<file path="src/design/rzs_pkg.sv">
`timescale 1ns / 1ps
// ----------------------------------------------------------------------------
// Rolling z-score signal package
// Shared widths, constants, types and state codes for the signal block.
// ----------------------------------------------------------------------------
package rzs_pkg;

	localparam int WINDOW_LEN  = 64;
	localparam int WIN_BITS    = $clog2(WINDOW_LEN);
	localparam int CNT_BITS    = WIN_BITS + 1;
	localparam int SYM_COUNT   = 16;
	localparam int SYM_BITS    = 4;
	localparam int PRICE_BITS  = 24;
	localparam int MID_BITS    = PRICE_BITS + 1;
	localparam int MSQ_BITS    = 2 * MID_BITS;
	localparam int SUM_BITS    = MID_BITS + WIN_BITS;
	localparam int SQ_BITS     = MSQ_BITS + WIN_BITS;
	localparam int NQ_BITS     = SQ_BITS + WIN_BITS;
	localparam int SS_BITS     = 2 * SUM_BITS;
	localparam int VAR_BITS    = (NQ_BITS > SS_BITS) ? NQ_BITS : SS_BITS;
	localparam int THR_BITS    = 8;
	localparam int QTY_BITS    = 32;
	localparam int POS_BITS    = 32;
	localparam int DSQ_BITS    = 2 * SUM_BITS + 4;
	localparam int CMP_BITS    = VAR_BITS + THR_BITS;
	localparam int RING_DEPTH  = SYM_COUNT * WINDOW_LEN;
	localparam int RING_ABITS  = SYM_BITS + WIN_BITS;
	localparam int CFG_IBITS   = 2;

	localparam logic [CFG_IBITS-1:0] CFG_ENTRY = CFG_IBITS'(0);
	localparam logic [CFG_IBITS-1:0] CFG_EXIT  = CFG_IBITS'(1);
	localparam logic [THR_BITS-1:0]  ENTRY_RESET = THR_BITS'(64);
	localparam logic [THR_BITS-1:0]  EXIT_RESET  = THR_BITS'(4);

	localparam logic MODE_TICK = 1'b0;
	localparam logic MODE_FILL = 1'b1;
	localparam logic SIDE_BUY  = 1'b0;
	localparam logic SIDE_SELL = 1'b1;

	typedef struct packed {
		logic signed [POS_BITS-1:0] pos;
		logic [SQ_BITS-1:0]         sq;
		logic [SUM_BITS-1:0]        sum;
	} stat_t;

	typedef enum logic [2:0] {
		ST_IDLE,
		ST_RD,
		ST_UPD,
		ST_DEV,
		ST_MUL,
		ST_VAR,
		ST_THR
	} state_t;

endpackage

</file>
<file path="src/design/rzs_stats.sv">
`timescale 1ns / 1ps
// ----------------------------------------------------------------------------
// Per-symbol statistics store
// Synchronous memory for window sum, sum of squares and position, with one
// valid bit per symbol so that an entry reads as zero until first written.
// ----------------------------------------------------------------------------
module rzs_stats
	import rzs_pkg::*;
(
	input  logic                clk,
	input  logic                arst_n,
	input  logic [SYM_BITS-1:0] rd_addr,
	output stat_t               rd_data,
	input  logic                wr_en,
	input  logic [SYM_BITS-1:0] wr_addr,
	input  stat_t               wr_data
);

	stat_t                mem [SYM_COUNT];
	logic [SYM_COUNT-1:0] valid_q;
	stat_t                rd_raw_q;
	logic                 rd_valid_q;

	always_ff @(posedge clk) begin
		if (wr_en) begin
			mem[wr_addr] <= wr_data;
		end
		rd_raw_q <= mem[rd_addr];
	end

	always_ff @(posedge clk or negedge arst_n) begin
		if (!arst_n) begin
			valid_q    <= '0;
			rd_valid_q <= 1'b0;
		end else begin
			if (wr_en) begin
				valid_q[wr_addr] <= 1'b1;
			end
			rd_valid_q <= valid_q[rd_addr];
		end
	end

	// An entry never written holds the reset value of zero.
	assign rd_data = rd_valid_q ? rd_raw_q : '0;

endmodule

</file>
<file path="config.mk">
export PLATFORM = sky130hd
export DESIGN_NAME = rzs_stats
export DESIGN_NICKNAME = d
export VERILOG_FILES = /design/src/design/rzs_pkg.sv /design/src/design/rzs_stats.sv
export SDC_FILE = /design/constraint.sdc
export NUM_CORES = 1
export LEC_CHECK = 0
export BUFFER_PORTS_ARGS = -buffer_cell sky130_fd_sc_hd__buf_2
export CORE_ASPECT_RATIO = 0.75
export CORE_MARGIN = 3
export CORE_UTILIZATION = 50
export CTS_CLUSTER_SIZE = 8
export DETAILED_ROUTE_END_ITERATION = 7
export GPL_TIMING_DRIVEN = 0
export PLACE_DENSITY = 0.65
export REMOVE_ABC_BUFFERS = 1
export SKIP_CTS_REPAIR_TIMING = 1
export SLEW_MARGIN = 5
export SYNTH_ARGS = -nofsm -noshare
export SYNTH_HDL_FRONTEND = slang
export SYNTH_SLANG_ARGS = --single-unit
</file>
<file path="constraint.sdc">
create_clock -name clk -period 3.7 [get_ports clk]
set_clock_uncertainty 0.05 [all_clocks]
set_input_delay 0.37 -clock clk [delete_from_list [all_inputs] [get_ports clk]]
set_output_delay 0.37 -clock clk [all_outputs]
set_load 0.05 [all_outputs]
</file>
# Word level (Yosys, flattened, before mapping)
# Memories as Yosys holds them, arrays and structs flattened. A register that Yosys moved wholly into a read port is not among the register bits.
# Index checks and enable logic that the tools add are counted.
dict set report totals {
  word_cells 15
  reg_bits 17
  output_inout_bits 119
  mem_bits_rw 1904
  inputBits 130
  n_memories 1
}
dict set report classes {
  n_reduce_logical 1
  mux 7
  bitwise_logic 1
  magnitude_cmp 3
}
# name depth word_bits read_ports rd_clocked_by_memory_dff write_ports line_no
set mem_list {}
lappend mem_list {mem 16 119 1 1 1 rzs_stats.sv:19} ;# stat_t mem [SYM_COUNT];
# op n
set ops {}
lappend ops {{119-bit 2-to-1 mux} 1}
lappend ops {{16-bit OR} 1}
lappend ops {{4-bit by 5-bit < comparator with 1-bit output, second input constant} 2}
lappend ops {{1-bit binary-select mux with 4-bit select} 1}
lappend ops {{1-bit demux with 4-bit select} 1}
lappend ops {{4-bit by 1-bit >= comparator with 1-bit output, second input constant} 1}
lappend ops {{1-bit 2-to-1 mux} 4}
lappend ops {{1-bit logical AND} 1}

# Longest topological paths before layout
# Gate-level depths: netlist of the first run.
dict set report depth {
  word_depth 5
  ltp_mapped 7
  depth_no_buf 3
}

# Least setup slack after synthesis of the first run
# OpenSTA, ideal clock, no wires.
dict set report synth_path {
  path_kind {input to register}
  from {input wr_addr[2]}
  to {register valid_q[0]}
  path_buffers 0
  path_slack_ps -6200
  stages 3
  required_ps 3533
  t_arrival_ps 9733
  cell_sequence {or3b_2 -> nor3_1 -> or2_2}
}
dict set report synth_via {
  elab_chain_len 5
}
# item line_no
set synth_lines {}
lappend synth_lines {{start, declared} rzs_stats.sv:15} ;# input logic [SYM_BITS-1:0] wr_addr,
lappend synth_lines {{4-bit by 5-bit < comparator with 1-bit output (not written as such) or 4-bit by 1-bit >= comparator with 1-bit output (tied branches)} rzs_stats.sv:37} ;# valid_q[wr_addr] <= 1'b1;
lappend synth_lines {{1-bit logical AND (not written as such)} rzs_stats.sv:37}
lappend synth_lines {{1-bit 2-to-1 mux (not written as such)} rzs_stats.sv:37}
lappend synth_lines {{1-bit demux with 4-bit select *} rzs_stats.sv:37}
lappend synth_lines {{16-bit OR (no source line) *} n/a}
lappend synth_lines {{end signal, assigned} rzs_stats.sv:33} ;# valid_q <= '0;
lappend synth_lines {{end signal, assigned by index} rzs_stats.sv:37}
lappend synth_lines {{end, declared} rzs_stats.sv:20} ;# logic [SYM_COUNT-1:0] valid_q;
# Mark *: on every way between the ends. The rest lies on a longest branch, timed or not.
# A chain may end at the register's enable or synchronous reset.

==> results of run 1 <==
[worst register-to-register path: cells and delay by family (launching register included)]
| kind | cells | cell delay (ns) |
|---|---|---|
| mux | 1 | 0.51 |
| flops | 1 | 0.39 |
| compound gates | 1 | 0.28 |
| simple gates | 1 | 0.10 |
[metal layers]
metal,GRT usage [%],vias up
met4,6.66,6
met1,31.3,19300
li1,-,15100
met2,37.6,1226
met5,0,-
met3,4.31,299
[state kept, by name, indices dropped and copies added, names as in the netlist]
signal / count
mem: 1904
rd_raw_q: 119
valid_q: 16
rd_valid_q: 1
[cell type report]
cell class | count | area (um^2) | area share [%]
Antenna cell | 10 | 25.0 | 0.0274
Timing Repair Buffer | 571 | 6020 | 6.60
Multi-Input combinational cell | 1002 | 14200 | 15.5
Tap cell | 1984 | 2480 | 2.72
Sequential cell | 2040 | 60000 | 65.7
Clock inverter | 6 | 67.6 | 0.0740
Clock buffer | 499 | 8530 | 9.34
[power by group through the flow]
stage,logic (mW),clock network (mW),registers [mW]
final,3.46,24.7,26.1
after global routing,3.69,26.3,26.1
after CTS,3.39,25.2,26.1
after detailed placement,3.37,0,26.5
after global placement,3.76,0,26.7
after floorplan,1.85,0,26.5
[Yosys cell counts, types with 7 or more instances]
| cell | count | area (um^2) |
|---|---|---|
| buf_2 | 34 | 170 |
| a22oi_1 | 240 | 1800 |
| nand2_1 | 121 | 454 |
| buf_6 | 7 | 78.8 |
| nor2_1 | 13 | 48.8 |
| or2_2 | 16 | 100 |
| dfrtp_1 | 17 | 425 |
| dfxtp_1 | 119 | 2380 |
| clkbuf_1 | 97 | 364 |
| and2_1 | 120 | 751 |
| edfxtp_1 | 1904 | 57200 |
| buf_1 | 19 | 71.3 |
| mux4_2 | 480 | 10800 |
| buf_4 | 15 | 113 |
[cells by family (layout without fill, tap and decap cells)]
group | count (synthesis) | after routing
simple gates | 282 | 282
other cells | 0 | 10
flops | 2040 | 2040
mux | 480 | 480
buf+inv | 172 | 1076
compound gates | 240 | 240
[worst max path at each step]
stage | start | end | slack, ns | depth (start not counted)
floorplan | wr_addr[2] | valid_q[0] | -6.20 | 3
global placement | wr_addr[3] | valid_q[4] | -19.60 | 4
detailed placement | rd_addr[0] | rd_raw_q[39] | -0.92 | 9
CTS | rd_addr[0] | rd_raw_q[39] | 0.02 | 9
global route | rd_addr[0] | rd_raw_q[97] | 0.12 | 9
finish | rd_valid_q | rd_data[90] | 0.39 | 4
[stage by stage]
| stage | instances | setup TNS [ns] | total power, mW | cell area, um^2 |
|---|---|---|---|---|
| after floorplan | 3042 | -6639.48 | 28.4 | 74000 |
| after global placement | 5274 | - | 30.5 | 77700 |
| after detailed placement | 5471 | -22.23 | 29.9 | 81400 |
| after CTS | 5976 | 0 | 54.7 | 90000 |
| after global routing | 6107 | 0 | 56.1 | 91300 |
| final | 6112 | 0 | 54.3 | 91300 |
==> results.json, run 1 <==
{
  "worst_slack_ns": 0.394,
  "rsz0062_at_grt": "false",
  "wirelength_mm": 175,
  "layout_commonest_cell": "edfxtp_1",
  "synth_edf_count": 1904,
  "clk-insertion-delay-late_ns": 0.89,
  "comb_power_share_pct": 6.4,
  "ios": 249,
  "synth-seq-area-share_pct": 80.2,
  "grt_pass1_vias": 36900,
  "hold_viol_final": 0,
  "cts.clk_slew.worst_paths_ns": 0.05,
  "met3_length_mm": 10.4,
  "io_buffers": 248,
  "cpLargestDelayFamily": "buffers and inverters",
  "p_switching_mw": 11.6,
  "clock-sinks": 2040,
  "max_freq_ghz": 0.303,
  "fin_crit_sh_pct": 89.3,
  "dr_wl_met2_mm": 89.1,
  "slew_viol_final": 0,
  "vias": 35900,
  "dieArea_mm2": 0.154,
  "hold_start": "rd_addr[3]",
  "whs_path_depth": 4,
  "tightest_slew_ns": 1.01,
  "worstPathArrival_ns": 2.89,
  "clock_path_buffers": 4,
  "slowest_delay_ns": 0.82,
  "internal_power_mw": 42.7,
  "met1_length_mm": 71.7,
  "ys_types": 20,
  "relSlewSlack_pct": 32.1,
  "p_seq_share_pct": 48.1,
  "crit_chain": "buf_16, buf_12, and2_1, buf_2",
  "gr-usage-all-layers_pct": 22.8,
  "fin_crit_ns": 3.31,
  "grt_max_degree": 99,
  "final_cell_mix": "edfxtp_1 (1904), mux4_2 (480), clkbuf_16 (315), buf_2 (246), a22oi_1 (240)",
  "min_to": "rd_raw_q[27]",
  "top_layer": "met5",
  "synth_top_family_by_area": "multiplexers",
  "yosysWarnings": 0,
  "grt-ovfl-total": 0,
  "layout-drive-gt1-share_pct": 31.2,
  "rr_startpoint": "mem[11][110]",
  "core_region_area_mm2": 0.148,
  "r2r-end": "rd_raw_q[110]",
  "drtIter0Drc": 3552,
  "maxCapViolations": 0,
  "grt_antenna_before_repair": 15,
  "synth.cell_area_mm2": 0.0748,
  "ys.flop_type": "edfxtp_1",
  "setup_viol": 0,
  "path_max_fanout": 45,
  "irDropWorstVdd_mv": 0.470,
  "nets": 4049,
  "p_sw_share_pct": 21.3,
  "gp_congestion": 0.669,
  "wl_per_cell_um": 28.6,
  "cts_tree": "done",
  "clockPowerShare_pct": 45.5,
  "drc": 0,
  "cts-root-buf": "clkbuf_16",
  "reg2reg_slack_ns": 2.25,
  "cts_made_buffers": 304,
  "syn_area_per_cell_um2": 23.3,
  "worstSetupStartpointType": "flip-flop",
  "drtPass1Iterations": 7,
  "viasPerCell": 5.87,
  "synthesis.instances": 3214,
  "slowest_stage": "dfrtp_4",
  "synth-compound-area-share_pct": 2.41,
  "ys_ff_latch": 2040,
  "end_kind": "output pin",
  "leakage_nw": 30.2,
  "die_x_um": 453,
  "initial_core_util_pct": 50.5,
  "p_per_area_mw_per_mm2": 594,
  "cts_htree_levels": 5,
  "utilization_pct": 61.7,
  "die_height_um": 341,
  "synthAdderAreaFrac_pct": 0,
  "hpwl_mm": 101,
  "post-place-ws_ns": -0.923,
  "syn2layout_area_growth_pct": 22.0,
  "hold_ws_ns": 0.0373,
  "drtAntennaViolNets": 0,
  "yosys.area_share.simple_pct": 1.91,
  "hold_class": "in -> reg",
  "setup.worst_path.class": "reg -> out",
  "status": "finished, final reports clean",
  "r2r_cells": 3,
  "required_ns": 3.28,
  "path_buf_inv": 3,
  "fp-row-count": 122,
  "ys_async_sr_fraction_pct": 0.833,
  "n_fill_cell": 10100,
  "grt_pass1_wl_mm": 256,
  "synthXorXnorAreaFrac_pct": 0,
  "synth.area.mux_share_pct": 14.4
}
Power figures use the tool's default switching activity.
==> inputs of run 2 (changes only) <==
PLACE_DENSITY = 0.69   (was 0.65)
==> run 2 against run 1 <==
  * First-iteration DRC count down 3.8%
  * Flip-flop and latch count unchanged
  * Sequential power hardly changed
  * Sequential share of layout area hardly changed
  * Via count grew 0.56%
  * Clock power barely moved
  * Cell count hardly changed
  * Routed wire length is 0.61% higher
  * Critical endpoint unchanged
==> results.json, run 2 (synthesis results as in run 1) <==
{
  "reg2reg_slack_ns": 2.26,
  "hpwl_mm": 103,
  "clk-insertion-delay-late_ns": 0.90,
  "rr_startpoint": "mem[10][50]",
  "die_height_um": 341,
  "fp-row-count": 122,
  "grt_pass1_wl_mm": 256,
  "initial_core_util_pct": 50.5,
  "viasPerCell": 5.90,
  "drtAntennaViolNets": 0,
  "slowest_delay_ns": 0.84,
  "nets": 4054,
  "drtPass1Iterations": 5,
  "wirelength_mm": 176,
  "whs_path_depth": 4,
  "end_kind": "output pin",
  "internal_power_mw": 42.6,
  "cts.clk_slew.worst_paths_ns": 0.05,
  "fin_crit_sh_pct": 91.3,
  "slew_viol_final": 0,
  "rsz0062_at_grt": "false",
  "drc": 0,
  "worstSetupStartpointType": "flip-flop",
  "status": "finished, final reports clean",
  "grt-ovfl-total": 0,
  "clock-sinks": 2040,
  "setup_viol": 0,
  "maxCapViolations": 0,
  "clock_path_buffers": 4,
  "syn2layout_area_growth_pct": 22.0,
  "dieArea_mm2": 0.154,
  "hold_start": "rd_addr[2]",
  "setup.worst_path.class": "reg -> out",
  "gp_congestion": 0.670,
  "regMostFlops": "mem",
  "gr-usage-all-layers_pct": 22.9,
  "r2r_cells": 3,
  "vias": 36100,
  "cts_tree": "done",
  "die_x_um": 453,
  "drtIter0Drc": 3417,
  "worstPathArrival_ns": 2.96,
  "fin_crit_ns": 3.38,
  "tightest_slew_ns": 0.963,
  "ios": 249,
  "cts-root-buf": "clkbuf_16",
  "leakage_nw": 30.2,
  "top_regs": "mem x1904, rd_raw_q x119, valid_q x16",
  "layout_commonest_cell": "edfxtp_1",
  "hold_class": "in -> reg",
  "relSlewSlack_pct": 35.6,
  "finalPower_mw": 54.2,
  "max_freq_ghz": 0.296,
  "placed_area_mm2": 0.0815,
  "hold_viol_final": 0,
  "wl_per_cell_um": 28.8,
  "comb_power_share_pct": 6.4,
  "slowest_stage": "dfrtp_4",
  "core_region_area_mm2": 0.148,
  "grt_max_degree": 86,
  "grt_pass1_vias": 37100,
  "final_area_mm2": 0.0913,
  "largest_register_ffs": 1904,
  "p_per_area_mw_per_mm2": 593,
  "p_seq_share_pct": 48.2,
  "cts_htree_levels": 5,
  "crit_start": "rd_valid_q",
  "grt_antenna_before_repair": 15,
  "path_max_fanout": 47,
  "crit_chain": "buf_16, buf_12, and2_1, buf_2",
  "n_fill_cell": 10000,
  "required_ns": 3.28,
  "clockPowerShare_pct": 45.4,
  "layout-drive-gt1-share_pct": 31.2,
  "cts_made_buffers": 305,
  "p_switching_mw": 11.6,
  "irDropWorstVdd_mv": 0.386,
  "io_buffers": 248,
  "p_sw_share_pct": 21.4,
  "final_cell_mix": "edfxtp_1 (1904), mux4_2 (480), clkbuf_16 (311), buf_2 (246), a22oi_1 (240)"
}
[run 2: cell types whose count changed in the layout (fill, tap and decap cells not counted), sizes merged]
cell	before	now
buf	445	452
clkbuf	501	497
clkinv	2	1
diode	10	12
dlygate4sd3	124	123
inv	4	5
[run 2: path summary, 6_finish.rpt]
check / to
min in group asynchronous: valid_q[9]
max in group asynchronous: rd_valid_q
worst min register to register: valid_q[3]
worst max-delay path: rd_data[90]
worst min-delay path: rd_raw_q[7]
worst max register to register: rd_raw_q[50]
[run 2: worst max-delay path: cells and delay by family (launching register included)]
family | cells | cell delay, ns
and+or+nand+nor | 1 | 0.31
DFF | 1 | 0.84
buffers and inverters | 3 | 0.91
[run 2: area by class of cell]
class | count | area (um^2) | share of cell area (%)
antenna | 12 | 30.0 | 0.0329
timing repair buffer | 575 | 6090 | 6.67
tap | 1984 | 2480 | 2.72
sequential | 2040 | 60000 | 65.7
multi-input combinational | 1002 | 14200 | 15.5
clock buffer | 497 | 8480 | 9.29
clock inverter | 6 | 52.6 | 0.0576
[run 2: layer usage]
| layer | vias to the layer above | track usage [%] | share of wire, % |
|---|---|---|---|
| li1 | 15100 | - | - |
| met1 | 19200 | 31.2 | 40 |
| met2 | 1475 | 37.3 | 50 |
| met3 | 323 | 4.87 | 6.9 |
| met4 | 6 | 7.44 | 2.4 |
| met5 | - | 0 | 0.023 |
[run 2: power groups by stage]
| stage | clock network [mW] | registers, mW | logic, mW |
|---|---|---|---|
| global route | 26.1 | 26.1 | 3.68 |
| floorplan | 0 | 26.5 | 1.85 |
| CTS | 25.1 | 26.1 | 3.39 |
| detailed placement | 0 | 26.5 | 3.37 |
| global placement | 0 | 26.7 | 3.73 |
| finish | 24.6 | 26.1 | 3.46 |
[run 2: per-stage QoR]
step / hold WS [ns] / setup TNS, ns / util [%] / cells / worst slack, ns
after floorplan: 0.0244 / -6639.48 / - / 3042 / -6.20
after global placement: 0.250 / - / 52.5 / 5274 / -19.49
after detailed placement: 0.261 / -0.768 / 55.0 / 5478 / -0.136
after CTS: -0.697 / 0 / 60.8 / 5981 / 0.158
after global routing: 0.0233 / 0 / 61.6 / 6109 / 0.166
final: 0.0238 / 0 / 61.7 / 6116 / 0.322
